===== src/rtl/core/bounded_sorted_list_engine_core_defines.svh =====
// Assertion macros for the bounded sorted list engine.
// Included by modules that carry concurrent checks; no other dependencies.
`ifndef BOUNDED_SORTED_LIST_ENGINE_CORE_DEFINES_SVH
`define BOUNDED_SORTED_LIST_ENGINE_CORE_DEFINES_SVH

// Same-cycle implication, disabled while reset is asserted.
`define BSLE_ASSERT_SAME(label, clk, rst_n, ante, cons, msg) \
	label: assert property (@(posedge clk) disable iff (!rst_n) (ante) |-> (cons)) \
		else $error(msg);

// Next-cycle implication, disabled while reset is asserted.
`define BSLE_ASSERT_NEXT(label, clk, rst_n, ante, cons, msg) \
	label: assert property (@(posedge clk) disable iff (!rst_n) (ante) |=> (cons)) \
		else $error(msg);

`endif


===== src/rtl/core/bsle_pkg.sv =====
// Types and constants for the bounded sorted list engine.
// No dependencies; imported by the core.
`default_nettype none

package bsle_pkg;

	localparam int DEPTH  = 32;
	localparam int IDX_W  = $clog2(DEPTH);
	localparam int CNT_W  = $clog2(DEPTH + 1);
	localparam int FUNC_W = 3;
	localparam int KEY_W  = 31;
	localparam int PAY_W  = 64;
	localparam int STAT_W = 2;
	localparam int SIZE_W = 6;

	localparam int S_TDATA_W = ((KEY_W + PAY_W + 7) / 8) * 8;
	localparam int M_TDATA_W = ((KEY_W + PAY_W + SIZE_W + 7) / 8) * 8;

	typedef enum logic [FUNC_W-1:0] {
		FN_PUSH_FRONT = 3'd0,
		FN_PUSH_ORD   = 3'd1,
		FN_PUSH_BACK  = 3'd2,
		FN_POP_FRONT  = 3'd3,
		FN_POP_KEY    = 3'd4,
		FN_POP_BACK   = 3'd5,
		FN_LOOKUP     = 3'd6,
		FN_DUMP       = 3'd7
	} func_t;

	typedef enum logic [STAT_W-1:0] {
		STAT_OK        = 2'd0,
		STAT_FULL      = 2'd1,
		STAT_EMPTY     = 2'd2,
		STAT_NOT_FOUND = 2'd3
	} status_t;

	typedef enum logic [3:0] {
		S_IDLE,
		S_DEC,
		S_RD,
		S_CHK,
		S_LFIN,
		S_UP_RD,
		S_UP_WR,
		S_DN_RD,
		S_DN_WR,
		S_PUT,
		S_RESP
	} state_t;

	typedef struct packed {
		logic [KEY_W-1:0] key;
		logic [PAY_W-1:0] payload;
	} entry_t;

endpackage

`default_nettype wire


===== src/rtl/core/bounded_sorted_list_engine_core.sv =====
// Bounded sorted list engine: one entry memory with registered read, walked by a small
// sequencer (scan, shift up, shift down, report). One item at a time; it waits on a result stall.
// Push back and pop back write or drop the last entry directly; push front shifts every entry
// up; ordered push and pop by key scan first, then may shift the tail up or down; pop front
// shifts entries down; lookup and dump scan the whole list. Full and empty report directly.
// Next item accepted the cycle after the final result loads. Reset clears count and control.
`default_nettype none

`include "bounded_sorted_list_engine_core_defines.svh"

module bounded_sorted_list_engine_core
	import bsle_pkg::*;
(
	input  wire                     clk,
	input  wire                     arst_n,
	input  wire                     s_tvalid,
	output logic                    s_tready,
	input  wire  [S_TDATA_W-1:0]    s_tdata,   // key, payload, zero pad
	input  wire  [FUNC_W-1:0]       s_tuser,   // func
	output logic                    m_tvalid,
	input  wire                     m_tready,
	output logic [M_TDATA_W-1:0]    m_tdata,   // out_key, out_payload, size_after, zero pad
	output logic [STAT_W-1:0]       m_tuser,   // status
	output logic                    m_tlast
);

	state_t                 state_q, state_d;
	func_t                  op_q;
	logic [KEY_W-1:0]       key_q;
	logic [PAY_W-1:0]       pay_q;
	logic [CNT_W-1:0]       cnt_q, cnt_d;
	logic [IDX_W-1:0]       ptr_q, ptr_d;
	logic [IDX_W-1:0]       pos_q, pos_d;
	logic                   pend_q, pend_d;
	logic [PAY_W-1:0]       pend_pay_q, pend_pay_d;
	status_t                rstat_q, rstat_d;

	entry_t                 mem_q [DEPTH];
	entry_t                 rd_q;
	logic                   mem_ren, mem_wen;
	logic [IDX_W-1:0]       mem_raddr, mem_waddr;
	entry_t                 mem_wdata;

	logic                   ovld_q, ovld_d;
	status_t                ostat_q, ostat_d;
	logic [KEY_W-1:0]       okey_q, okey_d;
	logic [PAY_W-1:0]       opay_q, opay_d;
	logic [SIZE_W-1:0]      osize_q, osize_d;
	logic                   olast_q, olast_d;
	logic                   out_ld;

	logic                   accept, out_free, last_ent, full, empty, key_hit;

	assign s_tready = (state_q == S_IDLE);
	assign accept   = s_tvalid && s_tready;
	assign out_free = !ovld_q || m_tready;
	assign last_ent = ((CNT_W'(ptr_q) + CNT_W'(1)) == cnt_q);
	assign full     = (cnt_q == CNT_W'(DEPTH));
	assign empty    = (cnt_q == '0);
	assign key_hit  = (rd_q.key == key_q);

	assign m_tvalid = ovld_q;
	assign m_tuser  = ostat_q;
	assign m_tlast  = olast_q;
	assign m_tdata  = {{(M_TDATA_W - KEY_W - PAY_W - SIZE_W){1'b0}}, osize_q, opay_q, okey_q};

	always_ff @(posedge clk or negedge arst_n) begin
		if (!arst_n) begin
			state_q <= S_IDLE;
		end else begin
			state_q <= state_d;
		end
	end

	always_comb begin
		state_d    = state_q;
		cnt_d      = cnt_q;
		ptr_d      = ptr_q;
		pos_d      = pos_q;
		pend_d     = pend_q;
		pend_pay_d = pend_pay_q;
		rstat_d    = rstat_q;
		mem_ren    = 1'b0;
		mem_raddr  = ptr_q;
		mem_wen    = 1'b0;
		mem_waddr  = ptr_q;
		mem_wdata  = '{key: key_q, payload: pay_q};
		out_ld     = 1'b0;
		ostat_d    = STAT_OK;
		okey_d     = '0;
		opay_d     = '0;
		olast_d    = 1'b1;
		unique case (state_q)
			S_IDLE: begin
				if (s_tvalid) begin
					state_d = S_DEC;
				end
			end
			S_DEC: begin
				ptr_d  = '0;
				pos_d  = '0;
				pend_d = 1'b0;
				if (op_q == FN_PUSH_FRONT || op_q == FN_PUSH_ORD || op_q == FN_PUSH_BACK) begin
					if (full) begin
						rstat_d = STAT_FULL;
						state_d = S_RESP;
					end else if (empty || op_q == FN_PUSH_BACK) begin
						ptr_d   = cnt_q[IDX_W-1:0];
						state_d = S_PUT;
					end else if (op_q == FN_PUSH_FRONT) begin
						ptr_d   = cnt_q[IDX_W-1:0];
						state_d = S_UP_RD;
					end else begin
						state_d = S_RD;
					end
				end else if (empty) begin
					rstat_d = STAT_EMPTY;
					state_d = S_RESP;
				end else if (op_q == FN_POP_BACK ||
						(op_q == FN_POP_FRONT && cnt_q == CNT_W'(1))) begin
					cnt_d   = cnt_q - CNT_W'(1);
					rstat_d = STAT_OK;
					state_d = S_RESP;
				end else if (op_q == FN_POP_FRONT) begin
					state_d = S_DN_RD;
				end else begin
					state_d = S_RD;
				end
			end
			S_RD: begin
				mem_ren = 1'b1;
				state_d = S_CHK;
			end
			S_CHK: begin
				priority case (op_q)
					FN_PUSH_ORD: begin
						if (rd_q.key < key_q) begin
							// new entry goes before the first smaller key
							pos_d   = ptr_q;
							ptr_d   = cnt_q[IDX_W-1:0];
							state_d = S_UP_RD;
						end else if (last_ent) begin
							ptr_d   = cnt_q[IDX_W-1:0];
							state_d = S_PUT;
						end else begin
							ptr_d   = ptr_q + IDX_W'(1);
							state_d = S_RD;
						end
					end
					FN_POP_KEY: begin
						if (key_hit && last_ent) begin
							cnt_d   = cnt_q - CNT_W'(1);
							rstat_d = STAT_OK;
							state_d = S_RESP;
						end else if (key_hit) begin
							state_d = S_DN_RD;
						end else if (last_ent) begin
							rstat_d = STAT_NOT_FOUND;
							state_d = S_RESP;
						end else begin
							ptr_d   = ptr_q + IDX_W'(1);
							state_d = S_RD;
						end
					end
					FN_LOOKUP: begin
						// a match is held back until the next one shows whether it is last
						if (!(key_hit && pend_q && !out_free)) begin
							if (key_hit) begin
								if (pend_q) begin
									out_ld  = 1'b1;
									okey_d  = key_q;
									opay_d  = pend_pay_q;
									olast_d = 1'b0;
								end
								pend_d     = 1'b1;
								pend_pay_d = rd_q.payload;
							end
							if (last_ent) begin
								state_d = S_LFIN;
							end else begin
								ptr_d   = ptr_q + IDX_W'(1);
								state_d = S_RD;
							end
						end
					end
					FN_DUMP: begin
						if (out_free) begin
							out_ld  = 1'b1;
							okey_d  = rd_q.key;
							opay_d  = rd_q.payload;
							olast_d = last_ent;
							if (last_ent) begin
								state_d = S_IDLE;
							end else begin
								ptr_d   = ptr_q + IDX_W'(1);
								state_d = S_RD;
							end
						end
					end
					default: begin
						state_d = S_IDLE;
					end
				endcase
			end
			S_LFIN: begin
				if (out_free) begin
					out_ld  = 1'b1;
					ostat_d = pend_q ? STAT_OK : STAT_NOT_FOUND;
					okey_d  = pend_q ? key_q : '0;
					opay_d  = pend_q ? pend_pay_q : '0;
					state_d = S_IDLE;
				end
			end
			S_UP_RD: begin
				mem_ren   = 1'b1;
				mem_raddr = ptr_q - IDX_W'(1);
				state_d   = S_UP_WR;
			end
			S_UP_WR: begin
				mem_wen   = 1'b1;
				mem_wdata = rd_q;
				if ((ptr_q - IDX_W'(1)) == pos_q) begin
					ptr_d   = pos_q;
					state_d = S_PUT;
				end else begin
					ptr_d   = ptr_q - IDX_W'(1);
					state_d = S_UP_RD;
				end
			end
			S_DN_RD: begin
				mem_ren   = 1'b1;
				mem_raddr = ptr_q + IDX_W'(1);
				state_d   = S_DN_WR;
			end
			S_DN_WR: begin
				mem_wen   = 1'b1;
				mem_wdata = rd_q;
				if ((CNT_W'(ptr_q) + CNT_W'(2)) == cnt_q) begin
					cnt_d   = cnt_q - CNT_W'(1);
					rstat_d = STAT_OK;
					state_d = S_RESP;
				end else begin
					ptr_d   = ptr_q + IDX_W'(1);
					state_d = S_DN_RD;
				end
			end
			S_PUT: begin
				mem_wen = 1'b1;
				cnt_d   = cnt_q + CNT_W'(1);
				rstat_d = STAT_OK;
				state_d = S_RESP;
			end
			S_RESP: begin
				if (out_free) begin
					out_ld  = 1'b1;
					ostat_d = rstat_q;
					state_d = S_IDLE;
				end
			end
			default: begin
				state_d = S_IDLE;
			end
		endcase
		ovld_d  = out_ld || (ovld_q && !m_tready);
		osize_d = SIZE_W'(cnt_q);
	end

	always_ff @(posedge clk or negedge arst_n) begin
		if (!arst_n) begin
			cnt_q  <= '0;
			pend_q <= 1'b0;
			ovld_q <= 1'b0;
		end else begin
			cnt_q  <= cnt_d;
			pend_q <= pend_d;
			ovld_q <= ovld_d;
		end
	end

	always_ff @(posedge clk) begin
		if (accept) begin
			op_q  <= func_t'(s_tuser);
			key_q <= s_tdata[KEY_W-1:0];
			pay_q <= s_tdata[KEY_W+PAY_W-1:KEY_W];
		end
		ptr_q      <= ptr_d;
		pos_q      <= pos_d;
		pend_pay_q <= pend_pay_d;
		rstat_q    <= rstat_d;
		if (out_ld) begin
			ostat_q <= ostat_d;
			okey_q  <= okey_d;
			opay_q  <= opay_d;
			osize_q <= osize_d;
			olast_q <= olast_d;
		end
	end

	// entry store
	always_ff @(posedge clk) begin
		if (mem_wen) begin
			mem_q[mem_waddr] <= mem_wdata;
		end
		if (mem_ren) begin
			rd_q <= mem_q[mem_raddr];
		end
	end

	`BSLE_ASSERT_SAME(a_cnt_bound, clk, arst_n, 1'b1, cnt_q <= CNT_W'(DEPTH), "entry count beyond depth")
	`BSLE_ASSERT_SAME(a_mem_excl, clk, arst_n, mem_wen, !mem_ren, "entry store read and written together")
	`BSLE_ASSERT_SAME(a_out_free, clk, arst_n, out_ld, !ovld_q || m_tready, "result overwritten before taken")
	`BSLE_ASSERT_NEXT(a_accept_dec, clk, arst_n, accept, state_q == S_DEC, "accepted item not decoded")
	`BSLE_ASSERT_NEXT(a_cnt_step, clk, arst_n, 1'b1,
		cnt_q == $past(cnt_q) || cnt_q == $past(cnt_q) + CNT_W'(1) ||
		cnt_q + CNT_W'(1) == $past(cnt_q), "entry count jumped")

endmodule

`default_nettype wire


===== config.mk =====
export PLATFORM = sky130hd
export DESIGN_NAME = bounded_sorted_list_engine_core
export DESIGN_NICKNAME = d
export VERILOG_FILES = /design/src/rtl/core/bsle_pkg.sv /design/src/rtl/core/bounded_sorted_list_engine_core.sv
export VERILOG_INCLUDE_DIRS = /design/src /design/src/rtl/core
export SDC_FILE = /design/constraint.sdc
export NUM_CORES = 2
export LEC_CHECK = 0
export ABC_CLOCK_PERIOD_IN_PS = 8200
export BUFFER_PORTS_ARGS = -buffer_cell sky130_fd_sc_hd__buf_2
export CAP_MARGIN = 20
export CORE_MARGIN = 2
export CORE_UTILIZATION = 44
export CTS_CLUSTER_DIAMETER = 80
export DETAILED_ROUTE_END_ITERATION = 12
export PLACE_DENSITY = 0.63
export SETUP_SLACK_MARGIN = 0.05
export SLEW_MARGIN = 30
export SYNTH_ARGS = -nofsm -noshare
export SYNTH_HDL_FRONTEND = slang
export SYNTH_SLANG_ARGS = --single-unit

===== constraint.sdc =====
create_clock -name clk -period 8.2 [get_ports clk]
set_input_delay 1.23 -clock clk [delete_from_list [all_inputs] [get_ports clk]]
set_output_delay 1.23 -clock clk [all_outputs]
set_load 0.05 [all_outputs]

==> flow_summary.ini <==
[final_layout]
layout_common_cells = 3413 x edfxtp_1, 778 x nand2_1, 760 x mux4_2, 389 x a21oi_1, 359 x clkbuf_16
final_common_cell = edfxtp_1
syn_to_final_growth_pct = 13.8
final.fill_count = 23600
layout.nets = 6895
drive_gt1_frac = 0.252
fin_area_um2 = 150000

[drt]
ant_nets = 0
first_pass_iters = 5
via_per_inst = 6.09
drt_drc_violations_left = 0
wl_um = 348000
num_vias = 66900
drtIter0Drc = 8171
wl_per_cell_um = 31.6

[floorplan]
io_pins = 212
die-area_um2 = 304000
fp.dieW_um = 551
rows = 200
die_height_um = 551
initial_core_util = 0.443
core_um2 = 297000

[grt]
grt_pass1_vias = 66600
globalRouteOverflowTotal = 0
grt_start_max_net_pins = 130
grtUsageTotal = 0.228
grt_pass1_wl_um = 492000
antenna_found_initial = 17

[placed_design]
dp_hpwl_um = 164000
dpl_worst_slack_ns = 3.33
gp_congestion = 0.792
placed_area_um2 = 138000
numPortBuffers = 207

[timing]
setup_ws_ns = 3.35
grt_setup_unrepaired = false
maxSlewViolCount = 0
finalHoldViolCount = 0
max_slew_margin = 0.279
min_period_ns = 4.85
worst_slew_pin_slew_ns = 1.08
clock.fmax_mhz = 206
period_share = 0.592
setup_viol = 0
skew_ns = 0.0524
finalSetupTns_ns = 0

[critical_path]
path_cells = inv_1 -> ha_1 -> a21boi_0 -> xnor2_1 -> o21ai_1 -> a21o_4 -> nand2_4 -> buf_4 -> a21oi_1 -> or4_1
crit_path_top_delay_cell = edfxtp_1
reg2reg_depth = 10
r2r-start = mem_waddr[2]
reg2reg_to = rd_q[15]
ff2ff_setup_slack_ns = 3.35
cp-start-kind = flop
worstPathArrival_ns = 5.53
path_max_fanout = 42
worstSetupEndpointType = flop
cp_slowest_stage_delay_ns = 0.78
crit_type = flop to flop
cp.required_ns = 8.87

[yosys]
synth-seq-area-share = 0.781
avgSynthCellArea_um2 = 20.6
synth_cell_type_count = 72
syn_area_um2 = 132000
yosysTopAreaCell = edfxtp_1
async_flop_share = 0.00350
ys_warn_count = 0
synth_edf_count = 3413
syn_inst = 6394
synth_ff_type = edfxtp_1
ys_ff_latch = 3425
synth_top_area_share = 0.778
ys_top_cells_by_area = edfxtp_1 78%, mux4_2 13%, nand2_1 2.2%

[run]
maxCapViolations = 0

[clock_tree]
h-tree-depth = 5
cts_tree = done
cts_root_buf = clkbuf_16
cts_buffers = 357
clkSinkCount = 3425
cts_setup_buffers = 0
cts_buffer_depth = 4
clk_latency_ns = 0.96
hold_buffers = 0
cts_resized = 0
clk_pin_slew_ns = 0.06

[power_and_ir_drop]
power.density_nw_per_um2 = 371
p_total_mw = 55.7
vdd_drop_max_mv = 0.446
leakagePower_nw = 48.0

[status]
status = finished clean

[hold_path]
hp-class = primary input to async pin
-- synthesized netlist by cell type (all sizes together) (8+ instances only) --
cell and instances:
edfxtp 3413, nand2 782, mux4 760, a21oi 393, buf 204, clkbuf 148, mux2 103, a22o 95
or4 93, nor2 69, inv 44, ha 43, o21ai 27, nand3 21, nor3 15, xnor2 15
dfrtp 12, and2 11, nor2b 11, xor2 11, mux2i 10, nand2b 9, nand4 8
-- sequential cells by signal (all words and copies together), names as in the netlist, 3 cells and up --
signal,count
okey_q,31
rd_q,95
cnt_q,6
pend_pay_q,64
mem_q,3040
mem_waddr,5
op_q,3
osize_q,6
pay_q,64
state_q,4
pos_q,5
opay_q,64
key_q,31
-- final cells by class --
type | count | area, um2 | area share
flip-flops and latches | 3425 | 103000 | 0.686
well taps | 3939 | 4930 | 0.0329
multi-input cells | 2575 | 27600 | 0.184
clock buffers | 429 | 9260 | 0.0618
inverters | 44 | 165 | 0.00110
repair buffers | 346 | 2760 | 0.0184
clock inverters | 226 | 2350 | 0.0157
diodes | 4 | 10.0 | 0.0000668
-- worst max-delay path by stage --
stage	from	to	slack [ns]
6_report	mem_waddr[2]	rd_q[15]	3.35
5_1_grt	mem_waddr[2]	rd_q[84]	3.18
4_1_cts	mem_waddr[2]	rd_q[15]	3.35
3_5_place_dp	mem_waddr[2]	rd_q[15]	3.33
3_3_place_gp	mem_waddr[2]	rd_q[15]	3.38
2_1_floorplan	rd_q[90]	m_tlast	1.81
-- worst max-delay path, delay by kind of cell, from the launching register on --
kind | cells | cell delay [ns]
buf+inv | 2 | 0.99
flops | 1 | 0.78
compound gates | 4 | 0.95
fa+ha+maj | 1 | 0.26
simple gates | 2 | 1.19
xor+xnor | 1 | 0.38
-- report_power, final --
group	switching [mW]	leakage (nW)	internal (mW)	total [mW]
Clock	6.96	5.64	9.00	16.0
Sequential	0.795	30.9	21.8	22.6
Combinational	10.4	11.5	6.66	17.1
Total	18.2	48.0	37.5	55.7
-- cells by family (layout without fill, tap and decap cells) --
group / count (synthesis) / count (layout) / synth area share
AO/OA/AOI/OAI: 585 / 585 / 0.0267
XOR/XNOR: 27 / 27 / 0.00197
adder cells (fa/ha/maj): 43 / 43 / 0.00409
AND/OR/NAND/NOR: 1044 / 1044 / 0.0343
flip-flops: 3425 / 3425 / 0.781
multiplexers: 873 / 873 / 0.140
other: 1 / 7 / 0.0000285
buffers and inverters: 396 / 1045 / 0.0126
-- metrics by stage --
stage | utilization | hold WS (ns) | instances
after floorplan | - | 0.423 | 6396
after global routing | 0.504 | 0.214 | 11000
after detailed placement | 0.465 | 0.474 | 10300
final | 0.504 | 0.199 | 11000
after CTS | 0.504 | 0.151 | 11000
after global placement | 0.464 | 0.469 | 10300
-- layer usage --
metal	track usage	routed length (um)	vias up
li1	-	-	26900
met1	0.332	143000	36300
met2	0.362	165000	3238
met3	0.0370	32300	490
met4	0.0541	7680	14
met5	0	80	-
(Power assumes the default switching activity.)
